==> src/hw/rtl/kvev_pkg.sv <==
`default_nettype none
package kvev_pkg;

	// Default table depth
	localparam int SLOTS_DEF = 1024;

	// Fixed field widths
	localparam int BUDGET_W = 10;
	localparam int ROOM_W   = 7;
	localparam int KEPT_W   = 11;
	localparam int POS_W    = 32;
	localparam int VOTE_W   = 32;
	localparam int IDX_W    = 12;
	localparam int PROD_W   = 29;

	// Reset values of the registers
	localparam logic [BUDGET_W-1:0] BUDGET_RST = 10'd512;
	localparam logic [BUDGET_W-1:0] WINDOW_RST = 10'd32;

	// Fixed-point constants
	localparam logic [PROD_W-1:0] ONE_Q16  = 29'd65536;
	localparam logic [ROOM_W-1:0] ROOM_CAP = 7'd64;
	localparam logic [IDX_W-1:0]  IDX_MAX  = 12'd4095;

	// Opcodes
	typedef logic [1:0] op_t;
	localparam op_t OP_ATTN   = 2'd0;
	localparam op_t OP_APPEND = 2'd1;
	localparam op_t OP_EVICT  = 2'd2;
	localparam op_t OP_UNUSED = 2'd3;

	// Result status codes
	typedef logic [2:0] status_t;
	localparam status_t ST_APPENDED = 3'd0;
	localparam status_t ST_DROPPED  = 3'd1;
	localparam status_t ST_VICTIM   = 3'd2;
	localparam status_t ST_NONE     = 3'd3;
	localparam status_t ST_REFUSED  = 3'd4;

	// Register indexes
	localparam logic CFG_BUDGET = 1'b0;
	localparam logic CFG_WINDOW = 1'b1;

	// Result offered by the evict engine
	typedef struct packed {
		logic              valid;
		status_t           status;
		logic [POS_W-1:0]  pos;
		logic              last;
		logic [KEPT_W-1:0] kept;
	} res_t;

endpackage
`default_nettype wire

==> src/hw/rtl/kvev_evict.sv <==
`default_nettype none
module kvev_evict import kvev_pkg::*; #(
	parameter int MAX_SLOTS = SLOTS_DEF,
	localparam int AW = $clog2(MAX_SLOTS),
	localparam int CW = $clog2(MAX_SLOTS + 1)
) (
	input  wire logic                clk,
	input  wire logic                arst_n,
	input  wire logic                start,
	input  wire logic [ROOM_W-1:0]   room,
	input  wire logic [CW-1:0]       count,
	input  wire logic [BUDGET_W-1:0] budget,
	input  wire logic [BUDGET_W-1:0] keep_recent,
	output logic                     busy,
	output res_t                     res,
	input  wire logic                res_take,
	output logic                     cnt_we,
	output logic      [CW-1:0]       cnt_new,
	output logic                     rd_en,
	output logic      [AW-1:0]       rd_addr,
	input  wire logic [POS_W-1:0]    rd_pos,
	input  wire logic [VOTE_W-1:0]   rd_vote,
	output logic                     wr_en,
	output logic      [AW-1:0]       wr_addr,
	output logic      [POS_W-1:0]    wr_pos,
	output logic      [VOTE_W-1:0]   wr_vote
);

	localparam int XW = ((CW > BUDGET_W) ? CW : BUDGET_W) + 1;

	typedef enum logic [2:0] {
		E_IDLE, E_DECIDE, E_SEL, E_CMP_RD, E_CMP_PROC, E_REPORT, E_DONE
	} state_t;

	state_t            state_q;
	logic [ROOM_W-1:0] room_q, need_q, pass_q, emit_q;
	logic [CW-1:0]     end_q, i_q, r_q, w_q;
	status_t           rep_q;
	logic              have_q, found_q;
	logic [VOTE_W-1:0] lv_q, bv_q;
	logic [AW-1:0]     li_q, bi_q;
	logic              rv_s1;
	logic [AW-1:0]     ri_s1;

	// Sizing of the eviction
	logic [XW-1:0] c_x, b_x, g_x, e_x, n_x, nn_x;
	always_comb begin
		c_x  = XW'(count);
		b_x  = XW'(budget);
		g_x  = (XW'(keep_recent) < c_x) ? XW'(keep_recent) : c_x;
		e_x  = c_x - g_x;
		n_x  = c_x - b_x;
		nn_x = (n_x > e_x) ? e_x : n_x;
	end

	// Key compare for the selection scan
	logic sel_issue, cand, better, sel_end;
	assign sel_issue = (state_q == E_SEL) && (i_q < end_q);
	assign cand   = !have_q || (rd_vote > lv_q) || (rd_vote == lv_q && ri_s1 > li_q);
	assign better = !found_q || (rd_vote < bv_q);
	assign sel_end = (state_q == E_SEL) && (i_q == end_q) && !rv_s1;

	// Victim test during compaction
	logic vic, cmp_last;
	assign vic = (r_q < end_q) &&
		((rd_vote < lv_q) || (rd_vote == lv_q && r_q[AW-1:0] <= li_q));
	assign cmp_last = (r_q + CW'(1)) == count;

	logic [CW-1:0] kept_after;
	assign kept_after = count - CW'(need_q);

	// Memory port and result drive
	always_comb begin
		rd_en   = 1'b0;
		rd_addr = i_q[AW-1:0];
		wr_en   = 1'b0;
		wr_addr = w_q[AW-1:0];
		wr_pos  = rd_pos;
		wr_vote = rd_vote;
		res     = '0;
		cnt_we  = 1'b0;
		cnt_new = kept_after;
		case (state_q)
			E_SEL: begin
				rd_en = sel_issue;
			end
			E_CMP_RD: begin
				rd_en   = 1'b1;
				rd_addr = r_q[AW-1:0];
			end
			E_CMP_PROC: begin
				wr_en      = !vic;
				res.valid  = vic;
				res.status = ST_VICTIM;
				res.pos    = rd_pos;
				res.last   = (emit_q + ROOM_W'(1)) == need_q;
				res.kept   = KEPT_W'(kept_after);
			end
			E_REPORT: begin
				res.valid  = 1'b1;
				res.status = rep_q;
				res.last   = 1'b1;
				res.kept   = KEPT_W'(count);
			end
			E_DONE: begin
				cnt_we = 1'b1;
			end
			default: begin
			end
		endcase
	end

	assign busy = (state_q != E_IDLE);

	// Sequencer
	always_ff @(posedge clk or negedge arst_n) begin
		if (!arst_n) begin
			state_q <= E_IDLE;
			room_q  <= '0;
			need_q  <= '0;
			pass_q  <= '0;
			emit_q  <= '0;
			end_q   <= '0;
			i_q     <= '0;
			r_q     <= '0;
			w_q     <= '0;
			rep_q   <= ST_NONE;
			have_q  <= 1'b0;
			found_q <= 1'b0;
			lv_q    <= '0;
			bv_q    <= '0;
			li_q    <= '0;
			bi_q    <= '0;
			rv_s1   <= 1'b0;
			ri_s1   <= '0;
		end else begin
			case (state_q)
				E_IDLE: begin
					if (start) begin
						room_q  <= (room > ROOM_CAP) ? ROOM_CAP : room;
						state_q <= E_DECIDE;
					end
				end
				E_DECIDE: begin
					have_q  <= 1'b0;
					found_q <= 1'b0;
					pass_q  <= '0;
					i_q     <= '0;
					rv_s1   <= 1'b0;
					end_q   <= e_x[CW-1:0];
					if (c_x <= b_x) begin
						rep_q   <= ST_NONE;
						state_q <= E_REPORT;
					end else if (nn_x > XW'(room_q)) begin
						rep_q   <= ST_REFUSED;
						state_q <= E_REPORT;
					end else if (nn_x == '0) begin
						rep_q   <= ST_NONE;
						state_q <= E_REPORT;
					end else begin
						need_q  <= nn_x[ROOM_W-1:0];
						state_q <= E_SEL;
					end
				end
				E_SEL: begin
					rv_s1 <= sel_issue;
					ri_s1 <= i_q[AW-1:0];
					if (sel_issue) begin
						i_q <= i_q + CW'(1);
					end
					if (rv_s1 && cand && better) begin
						found_q <= 1'b1;
						bv_q    <= rd_vote;
						bi_q    <= ri_s1;
					end
					// pass over: the best key becomes the lower bound
					if (sel_end) begin
						lv_q    <= bv_q;
						li_q    <= bi_q;
						have_q  <= 1'b1;
						found_q <= 1'b0;
						i_q     <= '0;
						pass_q  <= pass_q + ROOM_W'(1);
						if ((pass_q + ROOM_W'(1)) == need_q) begin
							r_q     <= '0;
							w_q     <= '0;
							emit_q  <= '0;
							state_q <= E_CMP_RD;
						end
					end
				end
				E_CMP_RD: begin
					state_q <= E_CMP_PROC;
				end
				E_CMP_PROC: begin
					if (!vic || res_take) begin
						if (vic) begin
							emit_q <= emit_q + ROOM_W'(1);
						end else begin
							w_q <= w_q + CW'(1);
						end
						r_q     <= r_q + CW'(1);
						state_q <= cmp_last ? E_DONE : E_CMP_RD;
					end
				end
				E_REPORT: begin
					if (res_take) begin
						state_q <= E_IDLE;
					end
				end
				E_DONE: begin
					state_q <= E_IDLE;
				end
				default: begin
					state_q <= E_IDLE;
				end
			endcase
		end
	end

endmodule
`default_nettype wire
==> config.mk <==
export PLATFORM = sky130hd
export DESIGN_NAME = kvev_evict
export DESIGN_NICKNAME = d
export VERILOG_FILES = /design/src/hw/rtl/kvev_pkg.sv /design/src/hw/rtl/kvev_evict.sv
export SDC_FILE = /design/constraint.sdc
export NUM_CORES = 1
export LEC_CHECK = 0
export ABC_AREA = 1
export BUFFER_PORTS_ARGS = -buffer_cell sky130_fd_sc_hd__buf_2
export CAP_MARGIN = 20
export CORE_AREA = 3 3 168 170
export CTS_CLUSTER_DIAMETER = 100
export DETAILED_ROUTE_END_ITERATION = 8
export DIE_AREA = 0 0 171 173
export PLACE_DENSITY = 0.78
export SLEW_MARGIN = 25
export SYNTH_ARGS = -nofsm -noshare
export SYNTH_HDL_FRONTEND = slang
export SYNTH_SLANG_ARGS = --single-unit
export TNS_END_PERCENT = 50
==> constraint.sdc <==
create_clock -name clk -period 2.1 [get_ports clk]
set_input_delay 0.105 -clock clk [delete_from_list [all_inputs] [get_ports clk]]
set_output_delay 0.105 -clock clk [all_outputs]
set_load 0.03 [all_outputs]
# After elaboration in Yosys (flattened, before gate mapping)
# Index checks and enable logic that the tools add are counted.
# Widths: inputs -> output; s select.
# classes
n_eq_ne	20
n_addsub	8
order_cmp	12
mux	46
n_reduce_logical	35
n_bitwise	3
# op_table
op	n
$mux 11	8
$pmux 11 s2	3
$lt 32x32->1	2
$mux 7	6
$mux 3	12
$add 11x1->11 const B	3
$eq 32x32->1	1
$gt 32x32->1	1
$mux 32	1
$pmux 7 s2	2
$pmux 12 s2	1
$eq 11x11->1	2
$lt 11x11->1	2
$pmux 3 s6	1
$reduce_and 5->1	3
$add 7x1->7 const B	2
$eq 7x7->1	2
$reduce_and 2->1	7
$gt 12x12->1	1
$gt 12x7->1	1
$logic_not 12->1	1
$mux 12	1
$ne 2x2->1 const B	6
$sub 11x10->12	1
other kinds (25)	54
# word_totals
ff_bits	175
inputBits	106
out_inout_bits	147
elab_cells	142

# Depth between registers and ports, before layout
# depth
depth_word	10
depth_mapped	45
mapped_depth_nobuf	44

# Least setup slack after synthesis
# OpenSTA, ideal clock, no wires.
# synth_timing
path_type	input port to flip-flop
from	in count[8]
to	reg need_q[4]
setup_time_ns	0.119
arrival_time_ns	4.676
required_time_ns	1.981
cell_stages	41
setup_slack_ns	-2.695
n_path_buf	3
path_cell_list	clkinv_1 -> ha_1 -> nand2_1 -> nor2_1 -> nand3_1 -> o2111ai_1 -> clkbuf_1 -> a21oi_1 -> ha_1 -> fa_1 -> inv_1 -> nand3_1 -> nand2_1 -> nand2_1 -> nand3b_1 -> nand2_1 -> ha_1 -> nand2_1 -> [... 5 more ...] -> buf_4 -> nand3_1 -> nand2_1 -> inv_1 -> ha_1 -> a21oi_1 -> o21ai_0 -> nand2_1 -> nand2_1 -> nand2_1 -> nand2_1 -> o21ai_0 -> nand2_1 -> a21oi_2 -> nand4_2 -> buf_6 -> nand2_1 -> o21ai_2
# synth_between
elab_chain_cells	8
elab_cells_between_ends	13
classes_between	2 x add/sub; 4 x order compare; 2 x mux; 3 x bitwise; 2 x reduce/logical
# synth_lines
element	line_no	text
from (decl)	kvev_evict.sv:11	input wire logic [CW-1:0] count,
$lt 10x11->1	kvev_evict.sv:50	g_x = (XW'(keep_recent) < c_x) ? XW'(keep_recent) : c_x;
$mux 11	kvev_evict.sv:50	
$sub 11x11->12	kvev_evict.sv:51	e_x = c_x - g_x;
$gt 12x12->1	kvev_evict.sv:53	nn_x = (n_x > e_x) ? e_x : n_x;
$mux 12 *	kvev_evict.sv:53	
via nn_x[1]	kvev_evict.sv:46	logic [XW-1:0] c_x, b_x, g_x, e_x, n_x, nn_x;
$gt 12x7->1 or $logic_not 12->1 (tied branches)	kvev_evict.sv:154, kvev_evict.sv:157	
$not 1->1 (no source line)	n/a	
$reduce_and 4->1 (no source line) *	n/a	
to (signal assigned)	kvev_evict.sv:161	need_q <= nn_x[ROOM_W-1:0];
to (decl)	kvev_evict.sv:36	logic [ROOM_W-1:0] room_q, need_q, pass_q, emit_q;
# Mark *: on every way through the listed nets, which the timed path passes. The rest lies on a longest branch.
# A chain may end at the register's enable or synchronous reset.

# Worst setup path in the final report
# layout_timing
from	in count[9]
to	reg need_q[1]
# layout_between
elab_chain_cells	8
elab_cells_between_ends	13
classes_between	2 x add/sub; 4 x order compare; 2 x mux; 3 x bitwise; 2 x reduce/logical
# layout_lines
element	line_no
$lt 10x11->1	kvev_evict.sv:50
$mux 11	kvev_evict.sv:50
$sub 11x11->12	kvev_evict.sv:51
$gt 12x12->1	kvev_evict.sv:53
$mux 12	kvev_evict.sv:53
$gt 12x7->1 or $logic_not 12->1 (tied branches)	kvev_evict.sv:154, kvev_evict.sv:157
$not 1->1 (no source line)	n/a
$reduce_and 4->1 (no source line)	n/a
# Parallel ways exist; a longest one is shown, timed or not.

==> flow_summary.yaml <==
min_path:
  hold-path-endpoint: "bv_q[2]"
  holdPathStages: 4
  hold_path.class: "in2reg"
  min_from: "rd_vote[2]"
cts:
  htreeDepth: 4
  clock_tree.root_cell: "clkbuf_16"
  cts_num_sinks: 173
  clock_latency_ns: 0.44
  cts.path.max_buffers: 2
  cts_inserted_buffers: 17
  cts_tree: "done"
  clk_pin_slew_ns: 0.07
grt:
  grt_usage_pct: 30.8
  grt_pass1_wl_um: 73700
  grt_busiest_layer: "met2"
  grt_use_met2_pct: 54.0
  grt_use_met3_pct: 4.60
  grt_pass1_vias: 14800
  antenna_found_initial: 0
  grt_max_degree: 60
  use_met1_pct: 37.9
  gr-total-overflow: 0
synth:
  yosysMostFrequentCell: "nand2_1"
  avgSynthCellArea_um2: 7.18
  netlist_top_cells_count: "482 x nand2_1, 334 x inv_1, 172 x dfrtp_1"
  synthCells: 1946
  synth_cell_type_count: 52
  synth_edf_count: 0
  netlist_top_cells_area: "dfrtp_1 31%, ha_1 15%, nand2_1 13%, inv_1 9.0%, o21ai_0 5.9%"
  syn-cell-area_um2: 14000
  synth-seq-cells: 173
  synth_ff_type: "dfrtp_1"
  synth_top_area_share_pct: 30.8
  synthArstFlopShare_pct: 100
  seq_area_frac_synth_pct: 31.0
  yosysWarnings: 0
  synth_top_cell_by_area: "dfrtp_1"
  synth_nets: 2219
setup_path:
  required_ns: 2.42
  reg2reg_from: "lv_q[22]"
  worst_setup_path_end_kind: "flop"
  critPathMaxFanout: 8
  r2r_slack_ns: -0.54
  slowest_stage: "ha_1"
  max_stage_delay_ns: 0.33
  cp.arrival_ns: 4.99
  start_kind: "primary input"
  r2r-end: "bv_q[12]"
  ff2ff_path_depth: 18
  critPathKind: "in2reg"
timing:
  fin_ws_ns: -2.56
  setup_viol: 135
  setup_tns_ns: -69.64
  final.min_clock_period_ns: 4.66
  slew_viol_final: 0
  rsz0062_at_grt: "true"
  worst_pin_slew_ns: 0.473
  max_freq_ghz: 0.214
  clock_skew_ns: 0.0113
  hold_viol_final: 0
  worst_hold_slack_ns: 0.0390
  relSlewSlack_pct: 68.2
  min_period_over_period_pct: 222
finish:
  fillCellCount: 1672
  diodes: 0
  final_area_um2: 20800
  drive_gt1_share_pct: 41.5
  final_nets: 2744
  syn2layout_area_growth_pct: 49.2
route:
  viasPerCell: 5.56
  drc: 0
  dr.pass1.iters: 7
  drt_iter0_markers: 1526
  routed_wl_um: 50700
  wl_per_cell_um: 17.9
  ant_nets: 0
  vias: 15700
place:
  dpl_cell_area_um2: 17400
  finalWeightedCongestion: 0.919
  numPortBuffers: 252
  dp_hpwl_um: 33500
floorplanning:
  row_count: 60
  dieArea_um2: 29600
  start_util_pct: 52.0
  io_pins: 253
  die_y_um: 173
  die_x_um: 171
  design.core.area_um2: 26900
status:
  violations: "negative setup slack"
  status: "complete, but fails checks"
power:
  pwr_density_cell_nw_per_um2: 927
  max-vdd-ir-drop_mv: 0.877
  power_leakage_nw: 10.7
job:
  maxCapViolCount: 0
-- worst max-delay path by stage --
stage                   from          to  slack [ns]  depth (start not counted)
finish              count[9]   need_q[1]       -2.56                         41
global route        count[9]  state_q[2]       -2.87                         42
CTS                 count[4]  state_q[1]       -2.31                         43
detailed placement  count[4]   need_q[1]       -2.82                         41
global placement    count[2]   need_q[0]       -2.67                         42
floorplan           count[7]   need_q[5]       -2.42                         40
-- power by group --
group          internal [mW]  total (mW)  leakage, nW  switching (mW)
clock network           1.64        3.04        0.265            1.39
logic                   4.89        11.8         8.11            6.87
registers               3.97        4.51         2.36           0.540
-- sequential cells by signal (all words and copies together), names as in the netlist, 2 cells and up --
name     flops
bv_q        32
need_q       7
state_q      3
li_q        10
w_q         10
bi_q        10
lv_q        32
end_q       11
r_q         11
room_q       7
pass_q       7
ri_s1       10
i_q         11
emit_q       7
rep_q        2
-- per-stage QoR --
step                      setup WS (ns)  instances  power, mW  util, %
final                             -2.56       2825       19.3     77.5
after global routing              -2.87       2825       20.4     77.5
after CTS                         -2.31       2793       17.5     72.5
after detailed placement          -2.82       2708       13.3     64.8
after floorplan                   -2.42       1946       9.85        -
after global placement            -2.67       2708       13.0     64.8
-- area by class of cell --
cell class                      instances  area, µm²  area share [%]
Multi-Input combinational cell       1329       9500            45.6
Timing Repair Buffer                  610       4710            22.6
Sequential cell                       173       4330            20.8
Clock buffer                           20        437            2.10
Timing Repair inverter                  2       17.5          0.0840
Inverter                              338       1300            6.24
Clock inverter                         12        113           0.540
Tap cell                              341        427            2.05
-- cell families (layout without fill, tap and decap cells) --
group	count (synthesis)	in the layout	synth area share, %
AOI/OAI and AO/OA	317	317	12.4
xor gates and xnor gates	44	44	2.76
adders and majority gates	167	167	15.1
buffers and inverters	446	982	14.1
DFF	173	173	31.0
muxes	10	10	0.806
and+or+nand+nor	789	791	23.8
-- critical path: cells and delay by family --
kind,cells,cell delay (ns)
AND/OR/NAND/NOR,21,1.99
adder cells (fa/ha/maj),4,0.98
AO/OA/AOI/OAI,8,0.97
buffers and inverters,8,0.93
-- cell usage in the layout, fill, tap and decap left out, drive strengths merged, types with 2 or more instances in the layout --
cell / synthesis / routed
buf: 82 / 592
nand3: 87 / 88
o21ai: 198 / 198
clkbuf: 26 / 28
ha: 164 / 164
xor2: 33 / 33
dlygate4sd3: 0 / 10
nand2: 490 / 490
xnor2: 11 / 11
clkinv: 2 / 7
o22ai: 4 / 4
nand3b: 8 / 8
o21bai: 3 / 3
o21a: 6 / 6
or2: 5 / 5
nor3b: 3 / 3
nor3: 14 / 14
clkinvlp: 0 / 3
mux2: 10 / 10
o221ai: 2 / 2
a21oi: 88 / 88
fa: 3 / 3
nor2: 139 / 140
nand4: 38 / 38
a211oi: 2 / 2
dfrtp: 172 / 172
nor4: 3 / 3
o211ai: 4 / 4
a21o: 4 / 4
inv: 336 / 341
-- what timing repair did --
action,4_1_cts,5_1_grt
resized for setup,274,295
gates cloned,16,8
buffers inserted,27,35
endpoints found under the setup margin,137,200
hold buffers,10,0
pin swaps,46,124
endpoints found under the hold margin,51,0
-- metal layers --
layer / share of wire [%] / vias to the layer above
li1: - / 7241
met1: 38 / 7408
met2: 50 / 817
met3: 7.4 / 234
met4: 5.2 / 0
met5: 0 / -
(Power assumes the default switching activity.)
